`src/hdl/i2cm_pkg.sv`:
```
// Shared types, codes and sizes for the I2C register-access master.
`default_nettype none

package i2cm_pkg;

   // Write buffer depth and the widths that follow from it.
   localparam int BUF_DEPTH = 16;
   localparam int PTR_W     = (BUF_DEPTH > 1) ? $clog2(BUF_DEPTH) : 1;
   localparam int FILL_W    = $clog2(BUF_DEPTH + 1);

   localparam int COUNT_W   = 5;
   localparam int TIMEOUT_W = 16;
   localparam int PHASE_W   = 10;
   localparam int BITCNT_W  = 4;
   localparam int CSR_IDX_W = 1;
   localparam int CSR_DAT_W = 16;

   localparam logic [TIMEOUT_W-1:0] ACK_TIMEOUT_RST = 16'd5000;
   localparam logic [PHASE_W-1:0]   PHASE_TICKS_RST = 10'd1;
   localparam logic [BITCNT_W-1:0]  BITS_PER_BYTE   = 4'd8;

   // Request modes.
   localparam logic [1:0] MODE_TICK  = 2'd0;
   localparam logic [1:0] MODE_LOAD  = 2'd1;
   localparam logic [1:0] MODE_WRITE = 2'd2;
   localparam logic [1:0] MODE_READ  = 2'd3;

   // Configuration register indexes.
   localparam logic [CSR_IDX_W-1:0] CSR_ACK_TIMEOUT = 1'd0;
   localparam logic [CSR_IDX_W-1:0] CSR_PHASE_TICKS = 1'd1;

   typedef enum logic [4:0] {
      ST_IDLE, ST_START_A, ST_START_B, ST_START_C, ST_START_D,
      ST_TX_LOW, ST_TX_DATA, ST_TX_HIGH, ST_TX_HOLD,
      ST_ACK_REL, ST_ACK_RISE, ST_ACK_CHK,
      ST_RX_LOW, ST_RX_HIGH, ST_RX_SAMP,
      ST_RA_DRIVE, ST_RA_HIGH, ST_RA_LOW,
      ST_STOP_A, ST_STOP_B, ST_STOP_C, ST_STOP_D
   } state_type;

   // Which byte of the transfer is on the wire.
   typedef enum logic [1:0] {
      KIND_AW, KIND_REG, KIND_AR, KIND_DATA
   } kind_type;

   typedef struct packed {
      logic       scl_release;
      logic       sda_release;
      logic       busy_res;
      logic [7:0] read_byte;
      logic       read_valid;
      logic       read_last;
      logic       done_res;
      logic       status;
   } rsp_type;

endpackage

`default_nettype wire

```
`src/hdl/i2c_register_access_master.sv`:
```
// Top level of the I2C register-access master: sequencer, write buffer and result buffering.
//
// Usage: every request beat on req_* carries a mode. A tick (mode 0) advances the bus
// sequencer by one step; phase_ticks ticks make one bus phase, and while an ACK is awaited
// every tick samples req_sda_in. Mode 1 appends req_data_byte to the 16-entry write buffer
// while idle. Modes 2 and 3 start a register write or read while idle; commands that arrive
// while busy are ignored. Every request beat yields exactly one response beat on rsp_* with
// the line levels, busy flag, any received byte and the done/status flags.
// Configuration writes on csr_* (index 0 ack_timeout, index 1 phase_ticks) are always ready
// and are meant to be issued only while the block is idle.
// One request is taken every cycle while req_ready is high. The response is registered:
// the sequencer step and the register file update lie between the request handshake and
// the response register.
// A two-entry response buffer (output register plus skid register) lets a request be taken
// while one response waits; when both are full, req_ready drops until rsp_ready drains one.
// Synchronous reset returns the bus lines to released, the sequencer to idle, empties the
// write buffer and the response buffer, and loads the default configuration.
`default_nettype none

module i2c_register_access_master (
   input  wire logic                           clock,
   input  wire logic                           reset,
   input  wire logic                           req_valid,
   output      logic                           req_ready,
   input  wire logic [1:0]                     req_mode,
   input  wire logic                           req_sda_in,
   input  wire logic [6:0]                     req_slave_addr,
   input  wire logic [7:0]                     req_reg_addr,
   input  wire logic [7:0]                     req_data_byte,
   input  wire logic [i2cm_pkg::COUNT_W-1:0]   req_byte_count,
   output      logic                           rsp_valid,
   input  wire logic                           rsp_ready,
   output      logic                           rsp_scl_release,
   output      logic                           rsp_sda_release,
   output      logic                           rsp_busy_res,
   output      logic [7:0]                     rsp_read_byte,
   output      logic                           rsp_read_valid,
   output      logic                           rsp_read_last,
   output      logic                           rsp_done_res,
   output      logic                           rsp_status,
   input  wire logic                           csr_valid,
   output      logic                           csr_ready,
   input  wire logic [i2cm_pkg::CSR_IDX_W-1:0] csr_index,
   input  wire logic [i2cm_pkg::CSR_DAT_W-1:0] csr_data
);
   import i2cm_pkg::*;

   // Configuration.
   logic [TIMEOUT_W-1:0] ack_timeout_ff;
   logic [PHASE_W-1:0]   phase_ticks_ff;

   // Sequencer state.
   state_type            state_ff, state_in;
   kind_type             kind_ff, kind_in;
   logic [BITCNT_W-1:0]  bit_count_ff, bit_count_in;
   logic [7:0]           shift_ff, shift_in;
   logic [COUNT_W-1:0]   bytes_left_ff, bytes_left_in;
   logic [TIMEOUT_W-1:0] ack_wait_ff, ack_wait_in;
   logic [PHASE_W-1:0]   phase_count_ff, phase_count_in;
   logic [FILL_W-1:0]    store_fill_ff, store_fill_in;
   logic [FILL_W-1:0]    read_ptr_ff, read_ptr_in;
   logic [6:0]           target_addr_ff, target_addr_in;
   logic [7:0]           target_reg_ff, target_reg_in;
   logic                 read_mode_ff, read_mode_in;
   logic                 failed_ff, failed_in;
   logic                 scl_ff, scl_in;
   logic                 sda_ff, sda_in;

   logic [7:0]           write_store_ff [BUF_DEPTH];
   logic                 store_we;

   // Response buffering.
   rsp_type              result;
   rsp_type              out_ff, out_in, skid_ff, skid_in;
   logic                 out_valid_ff, out_valid_in, skid_valid_ff, skid_valid_in;

   // Shared decode.
   logic                 accept, take_out;
   logic                 is_idle, cmd_start, cmd_load, step, in_ack;
   logic [TIMEOUT_W-1:0] ack_dec;
   logic [PHASE_W-1:0]   phase_eff, phase_inc;
   logic                 fire;
   logic [BITCNT_W-1:0]  bit_inc;
   logic                 byte_end;
   logic                 have_data;
   logic [COUNT_W-1:0]   bytes_dec;
   logic [7:0]           rx_shift;
   logic [7:0]           store_rd;

   assign accept    = req_valid && req_ready;
   assign take_out  = out_valid_ff && rsp_ready;
   assign is_idle   = (state_ff == ST_IDLE);
   assign cmd_start = accept && is_idle && (req_mode inside {MODE_WRITE, MODE_READ});
   assign cmd_load  = accept && is_idle && (req_mode == MODE_LOAD);
   assign step      = accept && !is_idle && (req_mode == MODE_TICK);
   assign in_ack    = (state_ff == ST_ACK_CHK);
   assign ack_dec   = ack_wait_ff - 1'b1;
   assign phase_eff = (phase_ticks_ff == '0) ? PHASE_W'(1) : phase_ticks_ff;
   assign phase_inc = phase_count_ff + 1'b1;
   assign fire      = step && !in_ack && (phase_inc >= phase_eff);
   assign bit_inc   = bit_count_ff + 1'b1;
   assign byte_end  = (bit_inc >= BITS_PER_BYTE);
   assign have_data = (bytes_left_ff != '0) && (int'(read_ptr_ff) < BUF_DEPTH);
   assign bytes_dec = bytes_left_ff - 1'b1;
   assign rx_shift  = {shift_ff[6:0], req_sda_in};
   assign store_rd  = write_store_ff[read_ptr_ff[PTR_W-1:0]];

   // Next state of the bus sequencer.
   always_comb begin
      state_in = state_ff;
      if (cmd_start) begin
         state_in = ST_START_A;
      end else if (step && in_ack) begin
         if (!req_sda_in) begin
            case (kind_ff)
               KIND_AW:  state_in = ST_TX_DATA;
               KIND_REG: begin
                  if (read_mode_ff)   state_in = ST_START_A;
                  else if (have_data) state_in = ST_TX_DATA;
                  else                state_in = ST_STOP_A;
               end
               KIND_AR:  state_in = (bytes_left_ff != '0) ? ST_RX_LOW : ST_STOP_A;
               default:  state_in = have_data ? ST_TX_DATA : ST_STOP_A;
            endcase
         end else if (ack_dec == '0) begin
            state_in = ST_STOP_A;
         end
      end else if (fire) begin
         case (state_ff)
            ST_START_A:  state_in = ST_START_B;
            ST_START_B:  state_in = ST_START_C;
            ST_START_C:  state_in = ST_START_D;
            ST_START_D:  state_in = ST_TX_LOW;
            ST_TX_LOW:   state_in = ST_TX_DATA;
            ST_TX_DATA:  state_in = ST_TX_HIGH;
            ST_TX_HIGH:  state_in = ST_TX_HOLD;
            ST_TX_HOLD:  state_in = byte_end ? ST_ACK_REL : ST_TX_DATA;
            ST_ACK_REL:  state_in = ST_ACK_RISE;
            ST_ACK_RISE: state_in = ST_ACK_CHK;
            ST_RX_LOW:   state_in = ST_RX_HIGH;
            ST_RX_HIGH:  state_in = ST_RX_SAMP;
            ST_RX_SAMP:  state_in = byte_end ? ST_RA_DRIVE : ST_RX_HIGH;
            ST_RA_DRIVE: state_in = ST_RA_HIGH;
            ST_RA_HIGH:  state_in = ST_RA_LOW;
            ST_RA_LOW:   state_in = (bytes_left_ff != '0) ? ST_RX_LOW : ST_STOP_A;
            ST_STOP_A:   state_in = ST_STOP_B;
            ST_STOP_B:   state_in = ST_STOP_C;
            ST_STOP_C:   state_in = ST_STOP_D;
            default:     state_in = ST_IDLE;
         endcase
      end
   end

   // Datapath updates and the response of this beat.
   always_comb begin
      kind_in        = kind_ff;
      bit_count_in   = bit_count_ff;
      shift_in       = shift_ff;
      bytes_left_in  = bytes_left_ff;
      ack_wait_in    = ack_wait_ff;
      phase_count_in = phase_count_ff;
      store_fill_in  = store_fill_ff;
      read_ptr_in    = read_ptr_ff;
      target_addr_in = target_addr_ff;
      target_reg_in  = target_reg_ff;
      read_mode_in   = read_mode_ff;
      failed_in      = failed_ff;
      scl_in         = scl_ff;
      sda_in         = sda_ff;
      store_we       = 1'b0;
      result         = '0;

      if (cmd_load) begin
         if (int'(store_fill_ff) < BUF_DEPTH) begin
            store_we      = 1'b1;
            store_fill_in = store_fill_ff + 1'b1;
         end
      end else if (cmd_start) begin
         target_addr_in = req_slave_addr;
         target_reg_in  = req_reg_addr;
         read_mode_in   = (req_mode == MODE_READ);
         kind_in        = KIND_AW;
         failed_in      = 1'b0;
         phase_count_in = '0;
         bit_count_in   = '0;
         read_ptr_in    = '0;
         if (req_mode == MODE_READ || int'(req_byte_count) < int'(store_fill_ff)) begin
            bytes_left_in = req_byte_count;
         end else begin
            bytes_left_in = COUNT_W'(store_fill_ff);
         end
      end else if (step && in_ack) begin
         if (!req_sda_in) begin
            scl_in         = 1'b0;
            phase_count_in = '0;
            bit_count_in   = '0;
            case (kind_ff)
               KIND_AW: begin
                  shift_in = target_reg_ff;
                  kind_in  = KIND_REG;
               end
               KIND_AR: begin
                  if (bytes_left_ff != '0) shift_in = '0;
               end
               default: begin
                  if (kind_ff == KIND_REG && read_mode_ff) begin
                     kind_in = KIND_AR;
                  end else if (have_data) begin
                     shift_in      = store_rd;
                     read_ptr_in   = read_ptr_ff + 1'b1;
                     bytes_left_in = bytes_dec;
                     kind_in       = KIND_DATA;
                  end
               end
            endcase
         end else begin
            ack_wait_in = ack_dec;
            if (ack_dec == '0) begin
               failed_in      = 1'b1;
               phase_count_in = '0;
            end
         end
      end else if (step) begin
         phase_count_in = fire ? '0 : phase_inc;
         if (fire) begin
            case (state_ff)
               ST_START_A:  sda_in = 1'b1;
               ST_START_B:  scl_in = 1'b1;
               ST_START_C:  sda_in = 1'b0;
               ST_START_D: begin
                  shift_in     = {target_addr_ff, kind_ff == KIND_AR};
                  bit_count_in = '0;
               end
               ST_TX_LOW:   scl_in = 1'b0;
               ST_TX_DATA: begin
                  sda_in   = shift_ff[7];
                  shift_in = {shift_ff[6:0], 1'b0};
               end
               ST_TX_HIGH:  scl_in = 1'b1;
               ST_TX_HOLD: begin
                  scl_in       = 1'b0;
                  bit_count_in = bit_inc;
               end
               ST_ACK_REL:  sda_in = 1'b1;
               ST_ACK_RISE: begin
                  scl_in      = 1'b1;
                  ack_wait_in = ack_timeout_ff;
               end
               ST_RX_LOW: begin
                  scl_in = 1'b0;
                  sda_in = 1'b1;
               end
               ST_RX_HIGH:  scl_in = 1'b1;
               ST_RX_SAMP: begin
                  shift_in     = rx_shift;
                  bit_count_in = bit_inc;
                  scl_in       = 1'b0;
                  if (byte_end) begin
                     bytes_left_in     = bytes_dec;
                     result.read_valid = 1'b1;
                     result.read_byte  = rx_shift;
                     result.read_last  = (bytes_dec == '0);
                  end
               end
               ST_RA_DRIVE: sda_in = (bytes_left_ff == '0);
               ST_RA_HIGH:  scl_in = 1'b1;
               ST_RA_LOW: begin
                  scl_in = 1'b0;
                  if (bytes_left_ff != '0) begin
                     shift_in     = '0;
                     bit_count_in = '0;
                  end
               end
               ST_STOP_A:   scl_in = 1'b0;
               ST_STOP_B:   sda_in = 1'b0;
               ST_STOP_C:   scl_in = 1'b1;
               ST_STOP_D: begin
                  sda_in          = 1'b1;
                  result.done_res = 1'b1;
                  result.status   = failed_ff;
                  if (!read_mode_ff) store_fill_in = '0;
                  read_ptr_in     = '0;
               end
               default: ;
            endcase
         end
      end

      result.scl_release = scl_in;
      result.sda_release = sda_in;
      result.busy_res    = (state_in != ST_IDLE);
   end

   // A new response goes to the output register when it is free or draining,
   // otherwise it parks in the skid register.
   always_comb begin
      out_in        = out_ff;
      skid_in       = skid_ff;
      out_valid_in  = out_valid_ff;
      skid_valid_in = skid_valid_ff;
      if (accept) begin
         if (!out_valid_ff || take_out) begin
            out_in       = result;
            out_valid_in = 1'b1;
         end else begin
            skid_in       = result;
            skid_valid_in = 1'b1;
         end
      end else if (take_out) begin
         if (skid_valid_ff) begin
            out_in        = skid_ff;
            skid_valid_in = 1'b0;
         end else begin
            out_valid_in = 1'b0;
         end
      end
   end

   always_ff @(posedge clock) begin
      if (reset) begin
         ack_timeout_ff <= ACK_TIMEOUT_RST;
         phase_ticks_ff <= PHASE_TICKS_RST;
         state_ff       <= ST_IDLE;
         kind_ff        <= KIND_AW;
         bit_count_ff   <= '0;
         shift_ff       <= '0;
         bytes_left_ff  <= '0;
         ack_wait_ff    <= '0;
         phase_count_ff <= '0;
         store_fill_ff  <= '0;
         read_ptr_ff    <= '0;
         target_addr_ff <= '0;
         target_reg_ff  <= '0;
         read_mode_ff   <= 1'b0;
         failed_ff      <= 1'b0;
         scl_ff         <= 1'b1;
         sda_ff         <= 1'b1;
         out_valid_ff   <= 1'b0;
         skid_valid_ff  <= 1'b0;
      end else begin
         if (csr_valid && csr_ready) begin
            case (csr_index)
               CSR_ACK_TIMEOUT: ack_timeout_ff <= csr_data;
               CSR_PHASE_TICKS: phase_ticks_ff <= csr_data[PHASE_W-1:0];
               default: ;
            endcase
         end
         state_ff       <= state_in;
         kind_ff        <= kind_in;
         bit_count_ff   <= bit_count_in;
         shift_ff       <= shift_in;
         bytes_left_ff  <= bytes_left_in;
         ack_wait_ff    <= ack_wait_in;
         phase_count_ff <= phase_count_in;
         store_fill_ff  <= store_fill_in;
         read_ptr_ff    <= read_ptr_in;
         target_addr_ff <= target_addr_in;
         target_reg_ff  <= target_reg_in;
         read_mode_ff   <= read_mode_in;
         failed_ff      <= failed_in;
         scl_ff         <= scl_in;
         sda_ff         <= sda_in;
         out_valid_ff   <= out_valid_in;
         skid_valid_ff  <= skid_valid_in;
      end
   end

   always_ff @(posedge clock) begin
      out_ff  <= out_in;
      skid_ff <= skid_in;
      if (store_we) begin
         write_store_ff[store_fill_ff[PTR_W-1:0]] <= req_data_byte;
      end
   end

   assign req_ready       = !skid_valid_ff;
   assign csr_ready       = 1'b1;
   assign rsp_valid       = out_valid_ff;
   assign rsp_scl_release = out_ff.scl_release;
   assign rsp_sda_release = out_ff.sda_release;
   assign rsp_busy_res    = out_ff.busy_res;
   assign rsp_read_byte   = out_ff.read_byte;
   assign rsp_read_valid  = out_ff.read_valid;
   assign rsp_read_last   = out_ff.read_last;
   assign rsp_done_res    = out_ff.done_res;
   assign rsp_status      = out_ff.status;

   // The skid register is only filled behind a waiting output register.
   a_skid_behind_out: assert property (@(posedge clock) disable iff (reset)
      skid_valid_ff |-> out_valid_ff)
      else $error("skid register holds a beat while the output register is empty");

   a_fill_bound: assert property (@(posedge clock) disable iff (reset)
      int'(store_fill_ff) <= BUF_DEPTH)
      else $error("write buffer fill count exceeds its depth");

   // SCL is released for the whole ACK wait.
   a_scl_high_in_ack: assert property (@(posedge clock) disable iff (reset)
      in_ack |-> scl_ff)
      else $error("SCL pulled low while waiting for ACK");

   a_done_not_busy: assert property (@(posedge clock) disable iff (reset)
      out_valid_ff && out_ff.done_res |-> !out_ff.busy_res && !out_ff.read_valid)
      else $error("done reported together with busy or a received byte");

   a_done_after_stop: assert property (@(posedge clock) disable iff (reset)
      accept && result.done_res |-> state_ff == ST_STOP_D)
      else $error("done raised outside the last stop phase");

endmodule

`default_nettype wire

```
`config.mk`:
```
export PLATFORM = sky130hd
export DESIGN_NAME = i2c_register_access_master
export DESIGN_NICKNAME = d
export VERILOG_FILES = /design/src/hdl/i2cm_pkg.sv /design/src/hdl/i2c_register_access_master.sv
export SDC_FILE = /design/constraint.sdc
export NUM_CORES = 1
export LEC_CHECK = 0
export ABC_CLOCK_PERIOD_IN_PS = 4200
export BUFFER_PORTS_ARGS = -buffer_cell sky130_fd_sc_hd__buf_4
export CAP_MARGIN = 20
export CORE_UTILIZATION = 30
export DETAILED_ROUTE_END_ITERATION = 8
export SLEW_MARGIN = 15
export SYNTH_ARGS = -nofsm -noshare
export SYNTH_HDL_FRONTEND = slang
export SYNTH_SLANG_ARGS = --single-unit
```
`constraint.sdc`:
```
create_clock -name clock -period 4.2 [get_ports clock]
set_input_delay 0.84 -clock clock [delete_from_list [all_inputs] [get_ports clock]]
set_output_delay 0.84 -clock clock [all_outputs]
set_load 0.01 [all_outputs]
```
==> results by group <==
Synthesis
  • Area contributors post-synth: edfxtp_1 (37%), dfxtp_1 (18%), mux4_2 (7.1%)
  • Seq/Total Area, Yosys: 54.9%
  • Most frequent cell after synthesis: nand2_1
  • YS warnings: 0
  • Ys async rst share: 0%
  • Share of the synthesized area in the top cell type: 37.4%
  • #FFs+latches synth: 269
  • Netlist Area Pre-Place: 0.0127 mm2
  • Main synth FF type: edfxtp_1
  • Mean Syn Cell Area: 10.9 um2
  • Post-synth top cells: nand2_1 (173), edfxtp_1 (158), a21oi_1 (118)
  • Cell count after synthesis: 1168
  • Synth area leader: edfxtp_1
  • Synth cell types: 81
  • Post-synth EDFFs: 158
  • Syn Nets: 1247

Placement
  • Detail Placement HPWL: 22.3 mm
  • Number of port buffers: 69
  • Placer congestion estimate: 0.967
  • Pre-CTS setup slack: 0.648 ns

Timing
  • Final setup viols: 0
  • Fin crit share: 86.4%
  • Final min period: 3.63 ns
  • Slew Viols, Final: 0
  • Max Freq: 0.276 GHz
  • Worst relative slew slack: 45.0%
  • Setup WS post-layout: 0.573 ns
  • Skew final: 0.0214 ns
  • Endpoints failing hold: 0
  • Unrepaired setup endpoints after global routing: false
  • Final TNS setup: 0 ns
  • Hold Slack: 0.454 ns
  • Worst-margin pin slew: 0.822 ns

Cells and area
  • Nets@finish: 1307
  • Synth-to-Final Area Change: 16.0%
  • Share of cells above drive strength 1: 16.0%
  • Antenna diodes: 0

Setup path
  • Crit Path Category: flip-flop to flip-flop
  • Arr. time, crit path: 3.92 ns
  • Worst setup startpoint: phase_count_ff[2]
  • CP max FO: 8
  • CP Data Required Time: 4.50 ns
  • Worst reg2reg endpoint: rsp_busy_res
  • Startpoint Class: flip-flop
  • R2R Setup Slk: 0.57 ns
  • Worst-case reg-to-reg path depth: 12
  • CP Capture Type: flip-flop
  • Worst R2R Start: phase_count_ff[2]
  • Worst Setup EP: rsp_busy_res

Die
  • Starting Density: 30.7%
  • IO Count: 71
  • Die Ht: 208 um
  • Core area: 0.0413 mm2
  • Die width: 208 um
  • Row Count: 74
  • Die area: 0.0431 mm2

Drt
  • Via Count: 9236
  • Vias per cell: 5.18
  • Final wirelength: 31.6 mm
  • Drt first pass iters: 6
  • DRC viols: 0
  • Wirelength per Cell: 17.7 um
  • Drt first-iter violations: 682
  • Post-route ant nets: 0

Clock tree
  • CTS sink cnt: 269
  • CTS Buf Count: 29
  • Post-CTS setup repair buffer count: 0
  • Skew-Pair Late Insertion Delay: 0.55 ns
  • CTS tree: built
  • Post-CTS Resized: 0
  • CTS Hold Bufs: 0
  • H-tree depth: 1
  • Clk root buf: clkbuf_16
  • Longest Clk Path Bufs: 3
  • Clock transition at the registers of the reported paths: 0.06 ns

GRT
  • Initial antenna violation count: 0
  • GR Util All Layers: 14.6%
  • Vias in the first global route: 8783
  • Pin count of the biggest net entering global routing: 51
  • First-pass GRT wire length: 50.2 mm
  • GRT overflow: 0

Pwr
  • Max IR drop VDD: 259 uV
  • Total leakage power: 5.02 nW
  • Tot Pwr: 0.00575 W
  • Cell Pwr Density: 391 mW/mm2

Min path
  • Min-delay worst type: flip-flop to flip-flop

Run
  • Max-cap violations: 0

Status
  • Status: complete, no violations
-- flip-flops by register name (all words and copies together), names as in the netlist, 2 cells and up, named ones only --
name,count
ack_timeout_ff,16
ack_wait_ff,16
bit_count_ff,4
bytes_left_ff,5
kind_ff,2
phase_count_ff,10
phase_ticks_ff,10
read_ptr_ff,5
rsp_read_byte,8
shift_ff,8
skid_ff,15
state_ff,5
store_fill_ff,5
target_addr_ff,7
target_reg_ff,8
write_store_ff,128
-- critical path: stages (launching register included) --
cell	delay (ns)
dfxtp_1	0.39
nand3_1	0.18
nor2_1	0.31
and3_1	0.28
nand3_1	0.11
xnor2_1	0.15
ha_1	0.29
o21ai_0	0.12
a211o_4	0.41
o21ba_4	0.25
o32ai_1	0.38
nand3_1	0.16
o41a_1	0.33
-- layout make-up --
type                            instances  area, um2
Clock buffer                           40        797
Clock inverter                         13        119
Fill cell                            4068      26600
Inverter                               37        139
Multi-Input combinational cell        794       5290
Sequential cell                       269       6970
Tap cell                              532        666
Timing Repair Buffer                   97        728
-- cell usage in the layout, fill, tap and decap left out, types with 10 or more instances in the layout --
| cell | n |
|---|---|
| ha_1 | 26 |
| edfxtp_1 | 158 |
| nor3_1 | 30 |
| clkbuf_16 | 29 |
| a211oi_1 | 15 |
| xnor2_1 | 10 |
| nand2_1 | 173 |
| nand2b_1 | 27 |
| a21oi_1 | 118 |
| and2_1 | 14 |
| a21o_1 | 14 |
| o21ai_0 | 53 |
| nor2_1 | 70 |
| inv_1 | 37 |
| mux4_2 | 40 |
| buf_4 | 97 |
| dfxtp_1 | 110 |
| nor2b_1 | 13 |
| nand3_1 | 37 |
-- worst min path at each step --
| stage | from | to | slack (ns) | depth (start not counted) |
|---|---|---|---|---|
| 6_report | target_reg_ff[5] | target_reg_ff[5] | 0.45 | 2 |
| 5_1_grt | rsp_ready | skid_valid_ff | 0.46 | 2 |
| 4_1_cts | rsp_ready | skid_valid_ff | 0.45 | 2 |
| 3_5_place_dp | target_reg_ff[5] | target_reg_ff[5] | 0.45 | 2 |
| 3_3_place_gp | target_reg_ff[5] | target_reg_ff[5] | 0.44 | 2 |
| 2_1_floorplan | target_addr_ff[0] | target_addr_ff[0] | 0.43 | 2 |
-- metrics by stage --
step / utilization [%] / cell area [um2] / cells
global route: 35.6 / 14700 / 1782
finish: 35.6 / 14700 / 1782
floorplan: - / 12700 / 1168
detailed placement: 33.4 / 13800 / 1728
global placement: 33.4 / 13800 / 1728
CTS: 35.6 / 14700 / 1781
-- kinds of logic (layout without fill, tap and decap cells) --
logic type               after synthesis  count (layout)  synth area share, %
multiplexers                          46              46                 7.59
adder cells (fa/ha/maj)               27              27                 2.64
XOR/XNOR                              19              19                 1.31
buffers and inverters                105             187                 3.34
AND/OR/NAND/NOR                      424             424                 16.5
other                                  1               1               0.0296
AO/OA/AOI/OAI                        277             277                 13.7
flip-flops                           269             269                 54.9
-- power by group --
group          switching, W  internal, W
Sequential        0.0000370      0.00284
Clock               0.00103      0.00145
Combinational      0.000236     0.000160
Total               0.00131      0.00444
-- routing by layer --
metal | up-vias | share of wire [%] | global-route usage (%)
met3 | 57 | 5.6 | 2.27
met1 | 4462 | 45 | 20.2
li1 | 4430 | - | -
met2 | 287 | 47 | 23.8
met4 | 0 | 2.1 | 3.73
met5 | - | 0 | 0
(Power assumes the default switching activity.)
